$ cat src/rtl/core/cse_pkg.sv
// Shared constants, field offsets and result type of the CAN signal extractor.
package cse_pkg;

    localparam int TABLE_DEPTH = 16;
    localparam int MAX_OUT     = 16;
    localparam int IDX_W       = (TABLE_DEPTH > 1) ? $clog2(TABLE_DEPTH) : 1;
    localparam int CNT_W       = $clog2(TABLE_DEPTH + 1);
    localparam int NUM_W       = $clog2(MAX_OUT + 1);
    localparam int SCNT_W      = 5;
    localparam int CMP_W       = (CNT_W > SCNT_W) ? CNT_W : SCNT_W;

    // Register indexes
    localparam logic REG_SIGNAL_COUNT = 1'b0;
    localparam logic REG_TYPE_ENABLE  = 1'b1;

    // Item modes
    localparam logic MODE_LOAD  = 1'b0;
    localparam logic MODE_FRAME = 1'b1;

    // Signal kinds
    localparam logic [1:0] KIND_BOOL   = 2'd0;
    localparam logic [1:0] KIND_UINT8  = 2'd1;
    localparam logic [1:0] KIND_UINT16 = 2'd2;
    localparam logic [1:0] KIND_UNSUP  = 2'd3;

    // Result status codes
    localparam logic [1:0] ST_OK        = 2'd0;
    localparam logic [1:0] ST_OOB       = 2'd1;
    localparam logic [1:0] ST_DLC_SHORT = 2'd2;
    localparam logic [1:0] ST_BAD_DESC  = 2'd3;

    // Input tdata layout
    localparam int IN_W      = 168;
    localparam int OFF_FID   = 0;
    localparam int OFF_DLC   = 32;
    localparam int OFF_PAY   = 36;
    localparam int OFF_EIDX  = 100;
    localparam int OFF_IDENT = 104;
    localparam int OFF_START = 120;
    localparam int OFF_END   = 126;
    localparam int OFF_MIN   = 133;
    localparam int OFF_MAX   = 149;
    localparam int OFF_KIND  = 165;

    // Output tdata layout
    localparam int OUT_W = 40;

    typedef struct packed {
        logic [15:0] ident;
        logic [1:0]  kind;
        logic [15:0] value;
        logic [1:0]  status;
    } res_t;

endpackage

$ cat src/rtl/core/can_signal_extractor_unit.sv
// Top level of the CAN signal extractor: descriptor table and scan sequencer.
// A load beat leaves the block idle; the next beat can be taken at the following edge.
// A frame beat scans min(signal_count, TABLE_DEPTH) entries, one per cycle unless the receiver
// stalls a result, then closes the scan and flushes the last result; the input stays blocked
// until the sequencer is back in idle.
// Reset clears sequencer, output and config registers; table contents stay undefined.
module can_signal_extractor_unit
    import cse_pkg::*;
(
    input  logic              clk,
    input  logic              rst_n,
    input  logic              cfg_we,
    input  logic              cfg_index,
    input  logic [4:0]        cfg_data,
    input  logic              s_axis_tvalid,
    output logic              s_axis_tready,
    // frame_id, dlc, payload, entry_index, signal_ident, start_bit, end_bit,
    // min_value, max_value, signal_kind, zero pad
    input  logic [IN_W-1:0]   s_axis_tdata,
    // mode
    input  logic              s_axis_tuser,
    output logic              m_axis_tvalid,
    input  logic              m_axis_tready,
    // out_ident, out_value, status, zero pad
    output logic [OUT_W-1:0]  m_axis_tdata,
    // out_kind
    output logic [1:0]        m_axis_tuser,
    output logic              m_axis_tlast
);

    typedef enum logic [1:0] {
        ST_IDLE,
        ST_SCAN,
        ST_FLUSH
    } state_t;

    // Descriptor table
    logic [31:0] match_ids     [TABLE_DEPTH];
    logic [14:0] bit_layout    [TABLE_DEPTH];
    logic [31:0] value_bounds  [TABLE_DEPTH];
    logic [15:0] signal_idents [TABLE_DEPTH];

    state_t            state_reg, state_next;
    logic [4:0]        sig_count_reg, sig_count_next;
    logic [2:0]        type_en_reg, type_en_next;
    logic [31:0]       fid_reg, fid_next;
    logic [3:0]        dlc_reg, dlc_next;
    logic [63:0]       pay_reg, pay_next;
    logic [CNT_W-1:0]  limit_reg, limit_next;
    logic [CNT_W-1:0]  idx_reg, idx_next;
    logic [NUM_W-1:0]  num_reg, num_next;
    res_t              pend_reg, pend_next;
    logic              pend_valid_reg, pend_valid_next;
    res_t              out_reg, out_next;
    logic              out_valid_reg, out_valid_next;
    logic              out_last_reg, out_last_next;

    logic              in_beat;
    logic              load_beat;
    logic [IDX_W-1:0]  load_idx;
    logic [IDX_W-1:0]  scan_idx;
    logic [CNT_W-1:0]  limit_in;

    // Extract-and-check unit signals
    logic [5:0]        e_start;
    logic [6:0]        e_end;
    logic [1:0]        e_kind;
    logic [15:0]       e_lo, e_hi;
    logic              e_hit;
    logic              e_dlc_short;
    logic              e_enabled;
    logic [7:0]        e_span;
    logic              e_desc_bad;
    logic [4:0]        e_width;
    logic [16:0]       e_mask;
    logic [15:0]       e_window;
    logic [15:0]       e_raw;
    logic [15:0]       e_val;
    logic              e_emit;
    res_t              e_res;

    logic              out_free;
    logic              scan_done;

    assign in_beat       = s_axis_tvalid && s_axis_tready;
    assign load_beat     = in_beat && (s_axis_tuser == MODE_LOAD);
    assign load_idx      = IDX_W'(s_axis_tdata[OFF_EIDX +: 4]);
    assign scan_idx      = idx_reg[IDX_W-1:0];
    assign s_axis_tready = (state_reg == ST_IDLE);
    assign out_free      = !out_valid_reg || m_axis_tready;

    assign limit_in = (CMP_W'(sig_count_reg) < CMP_W'(TABLE_DEPTH))
                    ? CNT_W'(sig_count_reg) : CNT_W'(TABLE_DEPTH);

    assign scan_done = (idx_reg == limit_reg) || (num_reg == NUM_W'(MAX_OUT));

    // Table write; an index beyond the table is dropped
    always_ff @(posedge clk)
    begin
        if (load_beat && (int'(s_axis_tdata[OFF_EIDX +: 4]) < TABLE_DEPTH))
        begin
            match_ids[load_idx]     <= s_axis_tdata[OFF_FID +: 32];
            signal_idents[load_idx] <= s_axis_tdata[OFF_IDENT +: 16];
            bit_layout[load_idx]    <= {s_axis_tdata[OFF_KIND +: 2],
                                        s_axis_tdata[OFF_END +: 7],
                                        s_axis_tdata[OFF_START +: 6]};
            value_bounds[load_idx]  <= {s_axis_tdata[OFF_MAX +: 16],
                                        s_axis_tdata[OFF_MIN +: 16]};
        end
    end

    // Shared unit: evaluates the entry under the scan pointer
    always_comb
    begin
        e_start     = bit_layout[scan_idx][5:0];
        e_end       = bit_layout[scan_idx][12:6];
        e_kind      = bit_layout[scan_idx][14:13];
        e_lo        = value_bounds[scan_idx][15:0];
        e_hi        = value_bounds[scan_idx][31:16];
        e_hit       = (match_ids[scan_idx] == fid_reg);
        e_dlc_short = ({dlc_reg, 3'b000} < e_end);
        e_enabled   = ((e_kind == KIND_BOOL) && type_en_reg[0])
                   || ((e_kind == KIND_UINT8) && type_en_reg[1])
                   || ((e_kind == KIND_UINT16) && type_en_reg[2]);
        e_span      = {1'b0, e_end} - {2'b00, e_start};
        e_desc_bad  = (e_end < {1'b0, e_start}) || (e_span > 8'd15);
        e_width     = e_span[4:0] + 5'd1;
        e_mask      = (17'd1 << e_width) - 17'd1;
        // upper byte falls away naturally past the eighth byte
        e_window    = 16'(pay_reg >> {e_start[5:3], 3'b000});
        e_raw       = (e_kind == KIND_UINT16) ? e_window : {8'h00, e_window[7:0]};
        e_val       = (e_raw >> e_start[2:0]) & e_mask[15:0];

        e_res.ident = signal_idents[scan_idx];
        e_res.kind  = e_kind;
        e_emit      = 1'b0;
        e_res.value = 16'd0;
        e_res.status = ST_OK;
        if (e_hit)
        begin
            if (e_dlc_short)
            begin
                e_emit       = 1'b1;
                e_res.status = ST_DLC_SHORT;
            end
            else if (e_kind == KIND_UNSUP)
            begin
                e_emit       = 1'b1;
                e_res.status = ST_BAD_DESC;
            end
            else if (!e_enabled)
            begin
                e_emit = 1'b0;
            end
            else if (e_desc_bad)
            begin
                e_emit       = 1'b1;
                e_res.status = ST_BAD_DESC;
            end
            else
            begin
                e_emit       = 1'b1;
                e_res.status = ((e_val >= e_lo) && (e_val <= e_hi)) ? ST_OK : ST_OOB;
                e_res.value  = (e_kind == KIND_BOOL) ? {15'd0, (e_val != 16'd0)} : e_val;
            end
        end
    end

    // Sequencer
    always_comb
    begin
        state_next      = state_reg;
        sig_count_next  = sig_count_reg;
        type_en_next    = type_en_reg;
        fid_next        = fid_reg;
        dlc_next        = dlc_reg;
        pay_next        = pay_reg;
        limit_next      = limit_reg;
        idx_next        = idx_reg;
        num_next        = num_reg;
        pend_next       = pend_reg;
        pend_valid_next = pend_valid_reg;
        out_next        = out_reg;
        out_last_next   = out_last_reg;
        out_valid_next  = out_valid_reg && !m_axis_tready;

        if (cfg_we)
        begin
            case (cfg_index)
                REG_SIGNAL_COUNT: sig_count_next = cfg_data;
                REG_TYPE_ENABLE:  type_en_next   = cfg_data[2:0];
                default:          sig_count_next = sig_count_reg;
            endcase
        end

        case (state_reg)
            ST_IDLE:
            begin
                if (in_beat && (s_axis_tuser == MODE_FRAME))
                begin
                    fid_next        = s_axis_tdata[OFF_FID +: 32];
                    dlc_next        = s_axis_tdata[OFF_DLC +: 4];
                    pay_next        = s_axis_tdata[OFF_PAY +: 64];
                    limit_next      = limit_in;
                    idx_next        = '0;
                    num_next        = '0;
                    pend_valid_next = 1'b0;
                    state_next      = ST_SCAN;
                end
            end
            ST_SCAN:
            begin
                if (scan_done)
                begin
                    state_next = ST_FLUSH;
                end
                else if (!e_emit)
                begin
                    idx_next = idx_reg + CNT_W'(1);
                end
                else if (!pend_valid_reg)
                begin
                    pend_next       = e_res;
                    pend_valid_next = 1'b1;
                    idx_next        = idx_reg + CNT_W'(1);
                    num_next        = num_reg + NUM_W'(1);
                end
                else if (out_free)
                begin
                    // hand the older result on, hold the new one until its successor shows
                    out_next       = pend_reg;
                    out_last_next  = 1'b0;
                    out_valid_next = 1'b1;
                    pend_next      = e_res;
                    idx_next       = idx_reg + CNT_W'(1);
                    num_next       = num_reg + NUM_W'(1);
                end
            end
            ST_FLUSH:
            begin
                if (!pend_valid_reg)
                begin
                    state_next = ST_IDLE;
                end
                else if (out_free)
                begin
                    out_next        = pend_reg;
                    out_last_next   = 1'b1;
                    out_valid_next  = 1'b1;
                    pend_valid_next = 1'b0;
                    state_next      = ST_IDLE;
                end
            end
            default:
            begin
                state_next = ST_IDLE;
            end
        endcase
    end

    always_ff @(posedge clk or negedge rst_n)
    begin
        if (!rst_n)
        begin
            state_reg      <= ST_IDLE;
            sig_count_reg  <= '0;
            type_en_reg    <= '0;
            fid_reg        <= '0;
            dlc_reg        <= '0;
            pay_reg        <= '0;
            limit_reg      <= '0;
            idx_reg        <= '0;
            num_reg        <= '0;
            pend_reg       <= '0;
            pend_valid_reg <= 1'b0;
            out_reg        <= '0;
            out_valid_reg  <= 1'b0;
            out_last_reg   <= 1'b0;
        end
        else
        begin
            state_reg      <= state_next;
            sig_count_reg  <= sig_count_next;
            type_en_reg    <= type_en_next;
            fid_reg        <= fid_next;
            dlc_reg        <= dlc_next;
            pay_reg        <= pay_next;
            limit_reg      <= limit_next;
            idx_reg        <= idx_next;
            num_reg        <= num_next;
            pend_reg       <= pend_next;
            pend_valid_reg <= pend_valid_next;
            out_reg        <= out_next;
            out_valid_reg  <= out_valid_next;
            out_last_reg   <= out_last_next;
        end
    end

    assign m_axis_tvalid = out_valid_reg;
    assign m_axis_tdata  = {6'd0, out_reg.status, out_reg.value, out_reg.ident};
    assign m_axis_tuser  = out_reg.kind;
    assign m_axis_tlast  = out_last_reg;

endmodule

$ cat config.mk
export PLATFORM = sky130hd
export DESIGN_NAME = can_signal_extractor_unit
export DESIGN_NICKNAME = d
export VERILOG_FILES = /design/src/rtl/core/cse_pkg.sv /design/src/rtl/core/can_signal_extractor_unit.sv
export SDC_FILE = /design/constraint.sdc
export NUM_CORES = 2
export LEC_CHECK = 0
export CORE_ASPECT_RATIO = 1.4
export CORE_UTILIZATION = 40
export DETAILED_ROUTE_END_ITERATION = 6
export DONT_BUFFER_PORTS = 1
export HOLD_SLACK_MARGIN = 0.12
export PLACE_DENSITY_LB_ADDON = 0.05
export SYNTH_ARGS = -nofsm -noshare
export SYNTH_HDL_FRONTEND = slang
export SYNTH_SLANG_ARGS = --single-unit
$ cat constraint.sdc
create_clock -name clk -period 18.4 [get_ports clk]
set_clock_uncertainty 0.1 [all_clocks]
set_input_delay 0.92 -clock clk [delete_from_list [all_inputs] [get_ports clk]]
set_output_delay 0.92 -clock clk [all_outputs]
set_load 0.01 [all_outputs]
### Word-level counts from Yosys, hierarchy flattened

Memory sizes are Yosys's and may differ from the RTL's.
Cells that the tools add are included.

| word-level totals | value |
|---|---|
| bits in registers | 200 |
| bits in writable memories | 1520 |
| output and inout bits | 45 |
| logic and storage cells | 152 |
| memories kept | 4 |

Memories:

| name | depth | bits a word | rd ports | clocked after memory_dff | wr ports | line | source |
|---|---|---|---|---|---|---|---|
| match_ids | 16 | 32 | 1 | 0 | 1 | can_signal_extractor_unit.sv:38 | `logic [31:0] match_ids [TABLE_DEPTH];` |
| value_bounds | 16 | 32 | 1 | 0 | 1 | can_signal_extractor_unit.sv:40 | `logic [31:0] value_bounds [TABLE_DEPTH];` |
| signal_idents | 16 | 16 | 1 | 0 | 1 | can_signal_extractor_unit.sv:41 | `logic [15:0] signal_idents [TABLE_DEPTH];` |
| bit_layout | 16 | 15 | 1 | 0 | 1 | can_signal_extractor_unit.sv:39 | `logic [14:0] bit_layout [TABLE_DEPTH];` |

| operators by class | value |
|---|---|
| add/subtract/negate cells | 5 |
| order comparisons | 6 |
| eq/ne operators | 20 |
| shift-type cells | 3 |
| mux-type cells | 59 |
| bitwise operators | 4 |
| reduce and logical (&&, ||, !) cells | 31 |

Operators by type and width:

| kind | count |
|---|---|
| 36-bit two-way mux | 6 |
| 16-bit two-way mux | 5 |
| 36-bit case mux with 2 select lines | 1 |
| 64-bit by 6-bit >> shifter with 16-bit output | 1 |
| 5-bit two-way mux | 10 |
| 18-bit two-way mux | 2 |
| 32-bit == test | 1 |
| 1-bit two-way mux | 22 |
| 5-bit case mux with 2 select lines | 2 |
| 16-bit AND | 1 |
| 16-bit greater-or-equal comparator | 1 |
| 16-bit less-or-equal comparator | 1 |
| 16-bit nonzero test | 1 |
| 1-bit by 5-bit << shifter with 16-bit output (first input constant) | 1 |
| 16-bit by 3-bit >> shifter with 16-bit output | 1 |
| 16-bit by 1-bit subtractor with 16-bit output (second input constant) | 1 |
| 5-bit by 1-bit adder with 5-bit output (second input constant) | 3 |
| 2-bit two-way mux | 7 |
| 2-bit inequality test (second input constant) | 7 |
| 4-bit AND reduction | 3 |
| 8-bit by 4-bit greater-than comparator with 1-bit output (second input constant) | 1 |
| 1-bit logical AND | 8 |
| 7-bit by 6-bit subtractor with 8-bit output | 1 |
| 7-bit by 6-bit < comparator with 1-bit output | 1 |
| 22 further kinds | 40 |

### Depth between registers and ports, before layout

An unclocked memory read counts as a cell.

| depth | value |
|---|---|
| depth in word-level cells | 16 |
| gate-level depth with buffers | 39 |

### Least setup slack after synthesis

Ideal clock, no wire load.

| timing path | value |
|---|---|
| path kind | in2reg |
| start | input s_axis_tvalid |
| end | memory bit_layout[6][0] (enable) |
| arrival time | 8.315 ns |
| required time | 17.615 ns |
| slack | 9.301 ns |
| stages | 4 |
| buffers on the path | 0 |
| cells stage by stage | nand2_1 > nor2_1 > nand3b_1 > nor3b_1 |

| on the way | value |
|---|---|
| longest elaborated chain between the ends | 4 |

Ends and longest elaborated chain:

| item | line | source |
|---|---|---|
| start, declared | can_signal_extractor_unit.sv:15 | `input logic s_axis_tvalid,` |
| 1-bit logical AND | can_signal_extractor_unit.sv:85 | `assign in_beat = s_axis_tvalid && s_axis_tready;` |
| 1-bit logical AND | can_signal_extractor_unit.sv:86 | `assign load_beat = in_beat && (s_axis_tuser == MODE_LOAD);` |
| 1-bit two-way mux | can_signal_extractor_unit.sv:100 | `if (load_beat && (int'(s_axis_tdata[OFF_EIDX +: 4]) < TABLE_DEPTH))` |
| 1-bit two-way mux (implied by the code) | can_signal_extractor_unit.sv:104 | `bit_layout[load_idx] <= {s_axis_tdata[OFF_KIND +: 2],` |
| end, declared | can_signal_extractor_unit.sv:39 |  |

No other way between the ends.

### Worst setup path in the final report

| timing path | value |
|---|---|
| start | register idx_reg[0] |
| end | register pend_reg[0] (netlist bit) |

| on the way | value |
|---|---|
| longest elaborated chain between the ends | 16 |
| elaborated cells on any way between the ends | 44 |
| classes of those cells | add/sub (3); order compare (5); eq/ne (5); shift (3); mux (13); bitwise (2); reduce/logical (10); memory (3) |

Ends and longest elaborated chain:

| item | line | source |
|---|---|---|
| start, declared | can_signal_extractor_unit.sv:50 | `logic [CNT_W-1:0] idx_reg, idx_next;` |
| start signal, assigned | can_signal_extractor_unit.sv:289 | `idx_reg <= idx_next;` |
| memory 16 x 15 bit | -- |  |
| 7-bit by 6-bit subtractor with 8-bit output | can_signal_extractor_unit.sv:125 | `e_span = {1'b0, e_end} - {2'b00, e_start};` |
| 5-bit by 1-bit adder with 5-bit output | can_signal_extractor_unit.sv:127 | `e_width = e_span[4:0] + 5'd1;` |
| 1-bit by 5-bit << shifter with 16-bit output | can_signal_extractor_unit.sv:128 | `e_mask = (17'd1 << e_width) - 17'd1;` |
| 16-bit by 1-bit subtractor with 16-bit output | can_signal_extractor_unit.sv:128 |  |
| 16-bit AND | can_signal_extractor_unit.sv:132 | `e_val = (e_raw >> e_start[2:0]) & e_mask[15:0];` |
| 16-bit greater-or-equal comparator / 16-bit less-or-equal comparator (equally long branches) | can_signal_extractor_unit.sv:163 | `e_res.status = ((e_val >= e_lo) && (e_val <= e_hi)) ? ST_OK : ST_OOB;` |
| 1-bit logical AND | can_signal_extractor_unit.sv:163 |  |
| 1-bit two-way mux | can_signal_extractor_unit.sv:163 |  |
| 2-bit two-way mux | can_signal_extractor_unit.sv:155 | `else if (e_desc_bad)` |
| 18-bit two-way mux | can_signal_extractor_unit.sv:151 | `else if (!e_enabled)` |
| 2-bit two-way mux | can_signal_extractor_unit.sv:146 | `else if (e_kind == KIND_UNSUP)` |
| 2-bit two-way mux | can_signal_extractor_unit.sv:141 | `if (e_dlc_short)` |
| 18-bit two-way mux | can_signal_extractor_unit.sv:139 | `if (e_hit)` |
| 36-bit two-way mux | can_signal_extractor_unit.sv:228 | `else if (out_free)` |
| 36-bit two-way mux | can_signal_extractor_unit.sv:221 | `else if (!pend_valid_reg)` |
| end signal, assigned | can_signal_extractor_unit.sv:291 | `pend_reg <= pend_next;` |
| end, declared | can_signal_extractor_unit.sv:52 | `res_t pend_reg, pend_next;` |

Several ways; a longest one is shown, not always the timed one. The select of a mux whose other input is x is not followed.
A chain may end at the register's enable or synchronous reset.

==> impl_metrics.toml <==
[floorplanning]
die_area_sq_um = 175000
die_w_um = 353
num_rows = 180
die_y_um = 494
start_util = 0.403
fp.coreArea_sq_um = 172000
pin_count = 225

[global_routing]
overflow = 0
grt_pass1_vias = 37400
track_usage = 0.214
grt_first_pass_wirelength_um = 267000
antenna_found_initial = 26
grt_max_degree = 201

[cells_and_area]
top_regs = "match_ids: 512 flops, value_bounds: 512 flops, signal_idents: 256 flops"
drive_gt1_frac = 0.217
final_common_cell = "edfxtp_1"
final_cell_mix = "edfxtp_1, mux4_2, mux2i_1, dfrtp_1, clkbuf_16"
seqCellArea_sq_um = 50700
fin_cells = 6189
area_growth_pct = 14.7
fin_area_sq_um = 79300
multi_input_area_sq_um = 17600
fill_cells = 14600
nets = 3994

[clock_network]
cts-buffers-inserted = 171
htreeDepth = 4
cts_sinks = 1720
insertion_delay_ps = 810
post_cts_resized = 0
cts_tree = "done"
path_clk_slew_ps = 60
cts.path.max_buffers = 3
root_buffer = "clkbuf_16"

[worst_setup_path]
cp-end-kind = "register"
reg2reg_from = "idx_reg[0]"
path_max_fanout = 53
r2r_cells = 29
cp-start-kind = "register"
r2r_slack_ps = 8120
critPathMostFrequentCell = "a21o_1"
critPathKind = "register to register"
arrival_ps = 10900
max_stage_delay_ps = 1020
crit_slowest_cell = "dfrtp_4"
required_ps = 19020
worst_r2r_endpoint = "pend_reg[0]"

[synthesis]
yosysWarnings = 0
synthArstFlopShare = 0.116
synth-edff-count = 1520
synth_area_per_cell_sq_um = 19.5
syn_inst = 3542
yosysSeqAreaShare = 0.732
ys_ff_latch = 1720
synthFlopType = "edfxtp_1"
synth_cell_types = 81
syn_area_sq_um = 69200

[pwr]
pwr_density_cell_nw_per_um2 = 145
ir_worst_vdd_mv = 0.110
p_leak_nw = 26.3

[drt]
ant_nets = 0
dr_wl_met3_um = 8530
highest_layer = "met5"
drc = 0
vias = 35100
drt_iter0_drc = 3088
wl_met2_um = 95900
vias_per_cell = 5.68
dr.pass1.iters = 6
drt-met1-wl_um = 77900
wl_per_cell_um = 30.0
drt_wl_total_um = 186000

[place]
place.gp.congestion = 0.826
io_buffers = 0
placed_cells = 5695
place_area_sq_um = 71900
dp_hpwl_um = 95400

[job]
maxCapViolations = 0

[timing]
hold_viol_final = 0
worst_slew_pin_slew_ps = 1430
drv_slew = 0
final.setup.tns_ps = 0
setup_violations = 0
post-route-period-util = 0.559
slew_headroom = 0.0436
timing.fmax_mhz = 97.3
period_minus_slack_ps = 10280
rsz0062_at_grt = "false"

[hold_path]
hold_path_class = "primary input to async pin"

[outcome]
status = "complete, no violations"
per-stage QoR:
stage	power, mW	util	hold WS, ps	worst slack (ps)
floorplan	7.03	-	345	9300
global placement	7.93	0.419	379	8360
detailed placement	7.98	0.419	376	8120
CTS	11.6	0.462	168	8060
global route	12.0	0.462	185	7180
finish	11.5	0.462	36.2	8120
critical path: cells and delay by family (launching register included):
family          cells  cell delay, ps
compound gates     14            2810
buf+inv             3            1960
simple gates        6            1720
fa+ha+maj           3            1160
xor+xnor            2            1080
flops               1            1020
mux                 1             170
cell usage after synthesis, types with 21 or more instances:
cell type  number  area share
mux4_2        322        0.10
ha_1           51      0.0092
a221oi_1      115       0.015
xor2_1         28      0.0035
clkbuf_1       79      0.0043
mux2_2        159       0.026
edfxtp_1     1520        0.66
a21oi_1        36      0.0026
o21ai_0        58      0.0042
buf_1          32      0.0017
inv_1          25      0.0014
nor2_1        111      0.0060
nand2_1       100      0.0054
nand3_1        21      0.0015
a22oi_1        21      0.0023
buf_2          51      0.0037
dfrtp_1       200       0.072
mux2i_1       281       0.041
nand4_1        22      0.0020
per-layer routing:
layer / up-vias / GRT usage
met5: - / 0
met4: 32 / 0.0483
met3: 260 / 0.0346
met2: 921 / 0.372
met1: 18900 / 0.280
li1: 15000 / -
power breakdown:
part	internal [mW]	total, mW	switching (mW)
combinational	1.43	3.34	1.91
clock	2.04	3.53	1.49
sequential	4.43	4.63	0.201
how the worst max path moves through the flow:
stage | startpoint | end | slack [ps] | cells past startpoint
finish | idx_reg[0] | pend_reg[0] | 8120 | 29
global route | idx_reg[0] | pend_reg[0] | 7180 | 29
CTS | idx_reg[0] | pend_reg[0] | 8060 | 29
detailed placement | idx_reg[0] | pend_reg[0] | 8120 | 29
global placement | idx_reg[0] | pend_reg[0] | 8360 | 29
floorplan | s_axis_tvalid | bit_layout[6][0] | 9300 | 4
cell type report:
class,instances,area share
Tap cell,2275,0.0359
Clock inverter,80,0.0111
Sequential cell,1720,0.639
Clock buffer,238,0.0604
Multi-Input combinational cell,1604,0.222
Antenna cell,7,0.000221
Inverter,30,0.00147
Timing Repair Buffer,235,0.0300
cell families after synthesis:
group,count (synthesis),synth area share
AOI/OAI and AO/OA,375,0.0404
xor gates and xnor gates,45,0.00570
adders and majority gates,52,0.00951
buffers and inverters,223,0.0155
DFF,1720,0.732
muxes,762,0.171
other,1,0.0000542
and+or+nand+nor,364,0.0254
what timing repair did:
| item | CTS | global route |
|---|---|---|
| buffers inserted | 0 | 0 |
| endpoints found under the hold margin | 1828 | 0 |
| hold buffers | 169 | 0 |
Note: power is estimated with default switching activity, not from simulation.
